--- config.mk ---
export PLATFORM = sky130hd
export DESIGN_NAME = lottery_ticket_scheduler
export DESIGN_NICKNAME = d
export VERILOG_FILES = /design/src/rtl/lts_pkg.sv /design/src/rtl/lts_ram.sv /design/src/rtl/lottery_ticket_scheduler.sv
export SDC_FILE = /design/constraint.sdc
export NUM_CORES = 2
export LEC_CHECK = 0
export ABC_AREA = 1
export BUFFER_PORTS_ARGS = -buffer_cell sky130_fd_sc_hd__buf_2
export CELL_PAD_IN_SITES_DETAIL_PLACEMENT = 1
export CELL_PAD_IN_SITES_GLOBAL_PLACEMENT = 2
export CORE_ASPECT_RATIO = 0.5
export CORE_MARGIN = 2
export CORE_UTILIZATION = 43
export DETAILED_ROUTE_END_ITERATION = 12
export GPL_TIMING_DRIVEN = 1
export PLACE_DENSITY = 0.81
export RECOVER_POWER = 50
export SLEW_MARGIN = 20
export SYNTH_ARGS = -nofsm -noshare
export SYNTH_HDL_FRONTEND = slang
export SYNTH_SLANG_ARGS = --single-unit
--- constraint.sdc ---
create_clock -name clk -period 6.55 [get_ports clk]
set_input_delay 1.965 -clock clk [delete_from_list [all_inputs] [get_ports clk]]
set_output_delay 1.965 -clock clk [all_outputs]
set_load 0.01 [all_outputs]
--- src/rtl/lts_pkg.sv ---
// Shared types and codes for the lottery ticket scheduler.
`timescale 1ns / 1ps
`default_nettype none
package lts_pkg;
  typedef enum logic [1:0] {
    KIND_ALLOC  = 2'd0,
    KIND_RETIRE = 2'd1,
    KIND_DRAW   = 2'd2,
    KIND_NONE   = 2'd3
  } kind_t;

  typedef enum logic [1:0] {
    ST_OK         = 2'd0,
    ST_FREE_EMPTY = 2'd1,
    ST_NONE_HELD  = 2'd2,
    ST_NO_OWNER   = 2'd3
  } status_t;
endpackage
`default_nettype wire

--- src/rtl/lts_ram.sv ---
// Generic single-port-write, single-port-read RAM with registered read data.
`timescale 1ns / 1ps
`default_nettype none
module lts_ram #(
  parameter int WIDTH = 8,
  parameter int DEPTH = 32
) (
  input  wire logic                     clk,
  input  wire logic                     we,
  input  wire logic [$clog2(DEPTH)-1:0] waddr,
  input  wire logic [WIDTH-1:0]         wdata,
  input  wire logic [$clog2(DEPTH)-1:0] raddr,
  output logic      [WIDTH-1:0]         rdata
);
  logic [WIDTH-1:0] mem [DEPTH];

  always_ff @(posedge clk) begin
    if (we) begin
      mem[waddr] <= wdata;
    end
    rdata <= mem[raddr];
  end
endmodule
`default_nettype wire

--- src/rtl/lottery_ticket_scheduler.sv ---
// Top level of the lottery ticket scheduler: sequencer over the list memories.
//
// One operation is worked on at a time. Each memory has one read port with
// registered read data, so every list walk spends an address step and then a
// data step on each entry. The modulo of the random value runs as a restoring
// divider, one quotient bit per cycle. Allocate then compacts the free list;
// draw then searches the owner lists, which together hold at most NUM_TICKETS
// tickets; retire removes each of the process's k tickets from the held list
// by a search and compaction pass. After reset a clearing pass writes the
// free list with ticket i at entry i, during which no transfer is accepted.
// The result sits in an output register, so the next item is accepted while
// it waits; a finished item holds in the output step until that register is
// free.
`timescale 1ns / 1ps
`default_nettype none
module lottery_ticket_scheduler #(
  parameter int NUM_TICKETS   = 32,
  parameter int NUM_PROCESSES = 8
) (
  input  wire logic        clk,
  input  wire logic        rst,
  input  wire logic        s_axis_tvalid,
  output logic             s_axis_tready,
  input  wire logic [23:0] s_axis_tdata,  // kind[1:0], process_id[4:2], random_value[20:5]
  output logic             m_axis_tvalid,
  input  wire logic        m_axis_tready,
  output logic [15:0]      m_axis_tdata   // ticket[4:0], winner[7:5], status[9:8]
);
  import lts_pkg::*;

  localparam int TW = (NUM_TICKETS > 2) ? $clog2(NUM_TICKETS) : 1;
  localparam int CW = $clog2(NUM_TICKETS + 1);
  localparam int PW = (NUM_PROCESSES > 1) ? $clog2(NUM_PROCESSES) : 1;
  localparam int OD = NUM_PROCESSES * NUM_TICKETS;
  localparam int OW = $clog2(OD);

  typedef enum logic [4:0] {
    S_INIT, S_IDLE, S_DIV, S_A_RD, S_A_SHR, S_A_SHW, S_A_FIN,
    S_R_RD, S_R_WT, S_R_HRD, S_R_HCMP, S_R_SHR, S_R_SHW, S_R_NEXT,
    S_D_RD, S_D_WT, S_D_ORD, S_D_OCMP, S_OUT
  } state_t;

  state_t state;
  logic [1:0]  kind;
  logic [2:0]  pid_in;
  logic [PW-1:0] pid;
  logic [15:0] rem;
  logic [15:0] quo;
  logic [4:0]  bitc;
  logic [CW-1:0] divisor;
  logic [CW-1:0] free_count, held_count;
  logic [CW-1:0] owned_count [NUM_PROCESSES];
  logic [CW-1:0] idx, lim, k;
  logic [PW-1:0] p;
  logic [TW-1:0] tk;
  logic [4:0]  out_ticket;
  logic [2:0]  out_winner;
  logic [1:0]  out_status;

  // Memory ports.
  logic          f_we, h_we, o_we;
  logic [TW-1:0] f_wa, f_ra, h_wa, h_ra;
  logic [TW-1:0] f_wd, h_wd, o_wd, f_rd, h_rd, o_rd;
  logic [OW-1:0] o_wa, o_ra;

  lts_ram #(.WIDTH(TW), .DEPTH(NUM_TICKETS)) u_free (
    .clk(clk), .we(f_we), .waddr(f_wa), .wdata(f_wd), .raddr(f_ra), .rdata(f_rd));
  lts_ram #(.WIDTH(TW), .DEPTH(NUM_TICKETS)) u_held (
    .clk(clk), .we(h_we), .waddr(h_wa), .wdata(h_wd), .raddr(h_ra), .rdata(h_rd));
  lts_ram #(.WIDTH(TW), .DEPTH(OD)) u_owned (
    .clk(clk), .we(o_we), .waddr(o_wa), .wdata(o_wd), .raddr(o_ra), .rdata(o_rd));

  logic [16:0] trial;
  assign trial = {rem, quo[15]} - {{(17-CW){1'b0}}, divisor};

  function automatic logic [OW-1:0] oaddr(input logic [PW-1:0] pp, input logic [CW-1:0] kk);
    logic [OW:0] a;
    a = (OW+1)'(pp) * (OW+1)'(NUM_TICKETS) + (OW+1)'(kk);
    return a[OW-1:0];
  endfunction

  assign s_axis_tready = (state == S_IDLE);

  always_comb begin
    f_we = 1'b0; f_wa = idx[TW-1:0]; f_wd = f_rd; f_ra = idx[TW-1:0];
    h_we = 1'b0; h_wa = idx[TW-1:0]; h_wd = h_rd; h_ra = idx[TW-1:0];
    o_we = 1'b0; o_wa = oaddr(pid, owned_count[pid]); o_wd = tk; o_ra = oaddr(pid, k);
    case (state)
      S_INIT: begin
        f_we = 1'b1; f_wd = idx[TW-1:0];
      end
      S_A_RD: f_ra = rem[TW-1:0];
      S_A_SHR: f_ra = TW'(idx + 1'b1);
      S_A_SHW: f_we = 1'b1;
      S_A_FIN: begin
        f_wa = idx[TW-1:0];
        h_we = held_count < CW'(NUM_TICKETS);
        h_wa = held_count[TW-1:0]; h_wd = tk;
        o_we = owned_count[pid] < CW'(NUM_TICKETS);
      end
      S_R_RD: o_ra = oaddr(pid, k);
      S_R_HRD: h_ra = idx[TW-1:0];
      S_R_SHR: h_ra = TW'(idx + 1'b1);
      S_R_SHW: h_we = 1'b1;
      S_R_WT: begin
        f_we = free_count < CW'(NUM_TICKETS);
        f_wa = free_count[TW-1:0]; f_wd = o_rd;
      end
      S_D_RD: h_ra = rem[TW-1:0];
      S_D_ORD: o_ra = oaddr(p, k);
      default: ;
    endcase
  end

  always_ff @(posedge clk) begin
    if (rst) begin
      state <= S_INIT;
      idx <= '0;
      free_count <= CW'(NUM_TICKETS);
      held_count <= '0;
      for (int i = 0; i < NUM_PROCESSES; i++) owned_count[i] <= '0;
      m_axis_tvalid <= 1'b0;
    end else begin
      if (m_axis_tvalid && m_axis_tready) m_axis_tvalid <= 1'b0;
      case (state)
        S_INIT: begin
          idx <= idx + 1'b1;
          if (idx == CW'(NUM_TICKETS - 1)) state <= S_IDLE;
        end
        S_IDLE: begin
          if (s_axis_tvalid && s_axis_tready) begin
            kind <= s_axis_tdata[1:0];
            pid_in <= s_axis_tdata[4:2];
            pid <= PW'(s_axis_tdata[4:2]);
            quo <= s_axis_tdata[20:5];
            rem <= '0;
            bitc <= 5'd16;
            k <= '0;
            p <= '0;
            out_ticket <= '0; out_winner <= '0; out_status <= ST_OK;
            state <= S_OUT;
            case (kind_t'(s_axis_tdata[1:0]))
              KIND_ALLOC: begin
                if ({29'd0, s_axis_tdata[4:2]} >= NUM_PROCESSES) state <= S_OUT;
                else if (free_count == '0) begin
                  out_status <= ST_FREE_EMPTY;
                end else begin
                  divisor <= free_count; state <= S_DIV;
                end
              end
              KIND_RETIRE: begin
                if ({29'd0, s_axis_tdata[4:2]} < NUM_PROCESSES) state <= S_R_NEXT;
              end
              KIND_DRAW: begin
                if (held_count == '0) out_status <= ST_NONE_HELD;
                else begin
                  divisor <= held_count; state <= S_DIV;
                end
              end
              default: ;
            endcase
          end
        end
        S_DIV: begin
          quo <= {quo[14:0], 1'b0};
          if (!trial[16]) rem <= trial[15:0];
          else rem <= {rem[14:0], quo[15]};
          bitc <= bitc - 1'b1;
          if (bitc == 5'd1) state <= (kind == KIND_ALLOC) ? S_A_RD : S_D_RD;
        end
        S_A_RD: begin
          idx <= CW'(rem);
          state <= S_A_SHR;
        end
        S_A_SHR: begin
          if (idx == CW'(rem)) tk <= f_rd;
          if (idx + 1'b1 < free_count) state <= S_A_SHW;
          else state <= S_A_FIN;
        end
        S_A_SHW: begin
          idx <= idx + 1'b1;
          state <= S_A_SHR;
        end
        S_A_FIN: begin
          free_count <= free_count - 1'b1;
          if (held_count < CW'(NUM_TICKETS)) held_count <= held_count + 1'b1;
          if (owned_count[pid] < CW'(NUM_TICKETS))
            owned_count[pid] <= owned_count[pid] + 1'b1;
          out_ticket <= 5'(tk);
          state <= S_OUT;
        end
        S_R_NEXT: begin
          if (k < owned_count[pid]) state <= S_R_RD;
          else begin
            owned_count[pid] <= '0;
            state <= S_OUT;
          end
        end
        S_R_RD: state <= S_R_WT;
        S_R_WT: begin
          tk <= o_rd;
          if (free_count < CW'(NUM_TICKETS)) free_count <= free_count + 1'b1;
          idx <= '0;
          state <= S_R_HRD;
        end
        S_R_HRD: begin
          if (idx < held_count) state <= S_R_HCMP;
          else begin
            k <= k + 1'b1; state <= S_R_NEXT;
          end
        end
        S_R_HCMP: begin
          if (h_rd == tk) state <= S_R_SHR;
          else begin
            idx <= idx + 1'b1; state <= S_R_HRD;
          end
        end
        S_R_SHR: begin
          if (idx + 1'b1 < held_count) state <= S_R_SHW;
          else begin
            held_count <= held_count - 1'b1;
            k <= k + 1'b1;
            state <= S_R_NEXT;
          end
        end
        S_R_SHW: begin
          idx <= idx + 1'b1;
          state <= S_R_SHR;
        end
        S_D_RD: state <= S_D_WT;
        S_D_WT: begin
          tk <= h_rd;
          out_ticket <= 5'(h_rd);
          state <= S_D_ORD;
        end
        S_D_ORD: begin
          if (k < owned_count[p]) state <= S_D_OCMP;
          else if (p == PW'(NUM_PROCESSES - 1)) begin
            out_status <= ST_NO_OWNER; state <= S_OUT;
          end else begin
            p <= p + 1'b1; k <= '0;
          end
        end
        S_D_OCMP: begin
          if (o_rd == tk) begin
            out_winner <= 3'(p); state <= S_OUT;
          end else begin
            k <= k + 1'b1; state <= S_D_ORD;
          end
        end
        S_OUT: begin
          // The result moves on only once the previous one has been taken.
          if (!m_axis_tvalid || m_axis_tready) begin
            m_axis_tdata <= {6'd0, out_status, out_winner, out_ticket};
            m_axis_tvalid <= 1'b1;
            state <= S_IDLE;
          end
        end
        default: state <= S_IDLE;
      endcase
    end
  end

  // Whenever the scheduler is idle, the pools hold no more tickets together than exist.
  a_pool_bound: assert property (@(posedge clk) disable iff (rst)
    (state == S_IDLE) |-> ({1'b0, free_count} + {1'b0, held_count} <= (CW+1)'(NUM_TICKETS)))
    else $error("ticket pools exceed pool size");
  // A result is raised only from the output step.
  a_out_src: assert property (@(posedge clk) disable iff (rst)
    $rose(m_axis_tvalid) |-> ($past(state) == S_OUT))
    else $error("result raised outside output step");
  // A finished allocate always leaves one ticket fewer in the free pool.
  a_alloc_dec: assert property (@(posedge clk) disable iff (rst)
    (state == S_A_FIN) |=> (free_count == $past(free_count) - 1'b1))
    else $error("free count not decremented");
  // No input transfer while the clearing pass runs.
  a_init_block: assert property (@(posedge clk) disable iff (rst)
    (state == S_INIT) |-> !s_axis_tready)
    else $error("ready during clearing pass");

  logic unused;
  assign unused = ^{pid_in, idx[CW-1], quo[0]};
endmodule
`default_nettype wire
==> run metrics <==
Remaining DRCs 0; largest area contributor in the netlist edfxtp_1; Worst-Skew Late Latency 0.84 ns; Final Wtd Congestion 0.872; slowest CP cell clkbuf_2; synthesized cell area 76,300 um2; Avg WL per Cell 23.8 um; worst setup path startpoint k[2]$_SDFFCE_PN0P_; final instance area 83,700 um2; grt met2 use 40.7%; R2R setup slack 0.98 ns; Placed Cells 8,959; Ys Warns 0; total power 22.7 mW; FF+latch count, synth 1,775; Mapped Cells 6,867; CP Cell Sequence clkbuf_2 > inv_2 > buf_4 > o211ai_1 > nand3_1 > nand4_1 > nand3_1 > nand3_1 > nand3_1 > nand2_1; global-route wire length before repair 333,000 um; RSZ-0062 raised after global routing false; maxcap violations 21; Die Height 302 um; critical path's largest stage delay 2.24 ns; Worst setup EP type flip-flop; Initial Util 43.2%; clock buffer depth 4; violated checks capacitance limit, slew limit; initial antenna violation count 2; Mapped Avg Cell Area 11.1 um2; Peak VDD IR 0.181 mV; H-tree Lvls 4; worst r2r path cells 10; root buffer cell clkbuf_16; critical path capture point u_owned.rdata[4]$_DFF_P_; most used cell, CP nand3_1; utilization after layout 47.4%; synth top area cells edfxtp_1 68%, nor2_1 5.8%, nand2_1 4.9%; Die X 600 um; synth unique cells 51; Antenna Violating Nets Remaining 0; crit path max fanout 115; min Tclk post-route 5.57 ns; port bufs 36; Fin. Hold Viols 0; routed wire length 220,000 um; final net count 6,833; LEAKAGE 29.1 nW; vias after detailed routing 52,100; P&R area growth vs syn 9.67%; Reg clk slew, reported paths 0.07 ns; largest net degree at the start of global routing 194; Worst Skew 0.0800 ns; hold_buf cts 0; met1 usage 33.1%; full die area 181,000 um2; vias per cell 5.63; PostCTS Resize Cnt 0; Finished Layout Cells 9,257; initial DRC count 4,656; Final Cycle Share 85.1%; CTS sink count 1,775; Final Setup Violations 0; Setup CP Type flip-flop to flip-flop; WHS Path Cells 0; GR Util met3 3.08%; min-delay src out_ticket[3]$_DFFE_PP_; Num CTS Buffers 173; total gr overflow 0; layout cell share with drive strength beyond 1 5.63%; drt pass-1 iters 6; status finished with violations; f_max 179 MHz; area share of the largest cell type after synthesis 68.1%; Row Count 109; CTS tree done; worst slew pin tran 4.64 ns; Final TNS setup 0 ns; Max-slew headroom -209%; vias in the first global route 54,400; Slew Limit Fails 1,317; gr usage total 24.2%; Worst R2R End u_owned.rdata[4]$_DFF_P_; critical path arrival 6.35 ns; post-CTS setup buffers 0; WP data required 7.33 ns; sequential fraction of the synthesis area 69.3%; Placeable Area 176,000 um2; PwrDens 271 nW/um2; RR Startpoint k[2]$_SDFFCE_PN0P_; DP HPWL 131,000 um; Worst Setup Start Kind flip-flop; HP Class flip-flop to flip-flop; Placement Cell Area 78,500 um2; Top Ports 46; GR peak layer met2
## metrics by stage
stage	worst slack (ns)	hold WS (ns)
2_1_floorplan	1.25	0.400
3_5_place_dp	1.28	0.410
6_report	0.976	0.423
3_3_place_gp	1.34	0.409
5_1_grt	0.748	0.429
4_1_cts	1.27	0.421
## critical path: cells and delay by family, from the launching register on
family / cells / cell delay [ns]
compound gates: 1 / 0.20
simple gates: 6 / 0.96
buf+inv: 3 / 3.87
flops: 1 / 0.38
## cells in the mapped netlist, drive strengths merged
cell type and n:
o211ai 152, and2 1, a221oi 3, and3 1
conb 1, a211oi 3, clkinv 8, xnor2 17
buf 157, o221ai 28, nor4 4, a21o 2
a31oi 7, a21boi 2, edfxtp 1730, o22ai 150
xor2 14, a2bb2oi 1, ha 54, inv 484
fa 3, o31ai 5, o2111ai 1, o21bai 1
nand4 58, nor3 15, dfxtp 45, nor2 1192
a21oi 134, o21a 2, nand3b 41, nand2 993
clkbuf 249, or2 13, o21ai 753, nand3 542
nor3b 1
## flip-flops by register name (all words and copies together), names as in the netlist, 6 cells and up, named ones only
name          cells
idx               6
m_axis_tdata     10
free_count        6
held_count        6
u_owned.mem    1280
rem              16
u_held.mem      160
quo              16
u_free.mem      160
owned_count      48
divisor           6
k                 6
## final cells by class
type	instances	area, um2
diodes	1	2.50
clock buffers	221	4700
clock inverters	76	654
fillers	18700	92800
inverters	492	1870
multi-input cells	4199	19900
flip-flops and latches	1775	52900
well taps	2386	2990
repair buffers	107	734
## per-layer routing
| metal | share of wire (%) | vias to the layer above |
|---|---|---|
| met5 | 0 | - |
| met4 | 2.6 | 0 |
| met3 | 5.3 | 346 |
| met2 | 48 | 1449 |
| met1 | 44 | 26500 |
| li1 | - | 23900 |
## how the worst min path moves through the flow
| stage | end | slack, ns |
|---|---|---|
| 2_1_floorplan | m_axis_tdata[0]$_DFFE_PP_ | 0.40 |
| 3_5_place_dp | m_axis_tdata[3]$_DFFE_PP_ | 0.41 |
| 5_1_grt | m_axis_tdata[6]$_DFFE_PP_ | 0.43 |
| 4_1_cts | m_axis_tdata[6]$_DFFE_PP_ | 0.42 |
| 3_3_place_gp | m_axis_tdata[0]$_DFFE_PP_ | 0.41 |
| 6_report | m_axis_tdata[3]$_DFFE_PP_ | 0.42 |
## logic make-up (layout without fill, tap and decap cells)
kind of cell               count (synthesis)  after routing  share of synthesized area, %
DFF                                     1775           1775                          69.3
xor gates and xnor gates                  31             31                         0.366
buffers and inverters                    898            896                          4.74
and+or+nand+nor                         2861           2861                          15.5
AOI/OAI and AO/OA                       1244           1244                          9.13
adders and majority gates                 57             57                         0.964
other                                      1              7                       0.00491
## report_power, final
part / internal, mW / switching [mW] / total [mW]
Sequential: 12.4 / 0.0264 / 12.4
Combinational: 0.129 / 0.396 / 0.525
Clock: 5.48 / 4.29 / 9.77
Total: 18.0 / 4.71 / 22.7
## cells in the final DEF, fill, tap and decap left out, drive strengths merged, types with 6 or more instances in the layout
| cell | n |
|---|---|
| edfxtp | 1730 |
| nand3b | 41 |
| o21ai | 753 |
| o221ai | 28 |
| bufinv | 11 |
| o211ai | 152 |
| xor2 | 14 |
| inv | 485 |
| clkinv | 67 |
| nor3 | 15 |
| o22ai | 150 |
| a21oi | 134 |
| conb | 6 |
| ha | 54 |
| buf | 80 |
| nor2 | 1192 |
| xnor2 | 17 |
| a31oi | 7 |
| nand2 | 993 |
| or2 | 13 |
| nand3 | 542 |
| nand4 | 58 |
| dfxtp | 45 |
| clkbuf | 248 |
(Power assumes the default switching activity.)
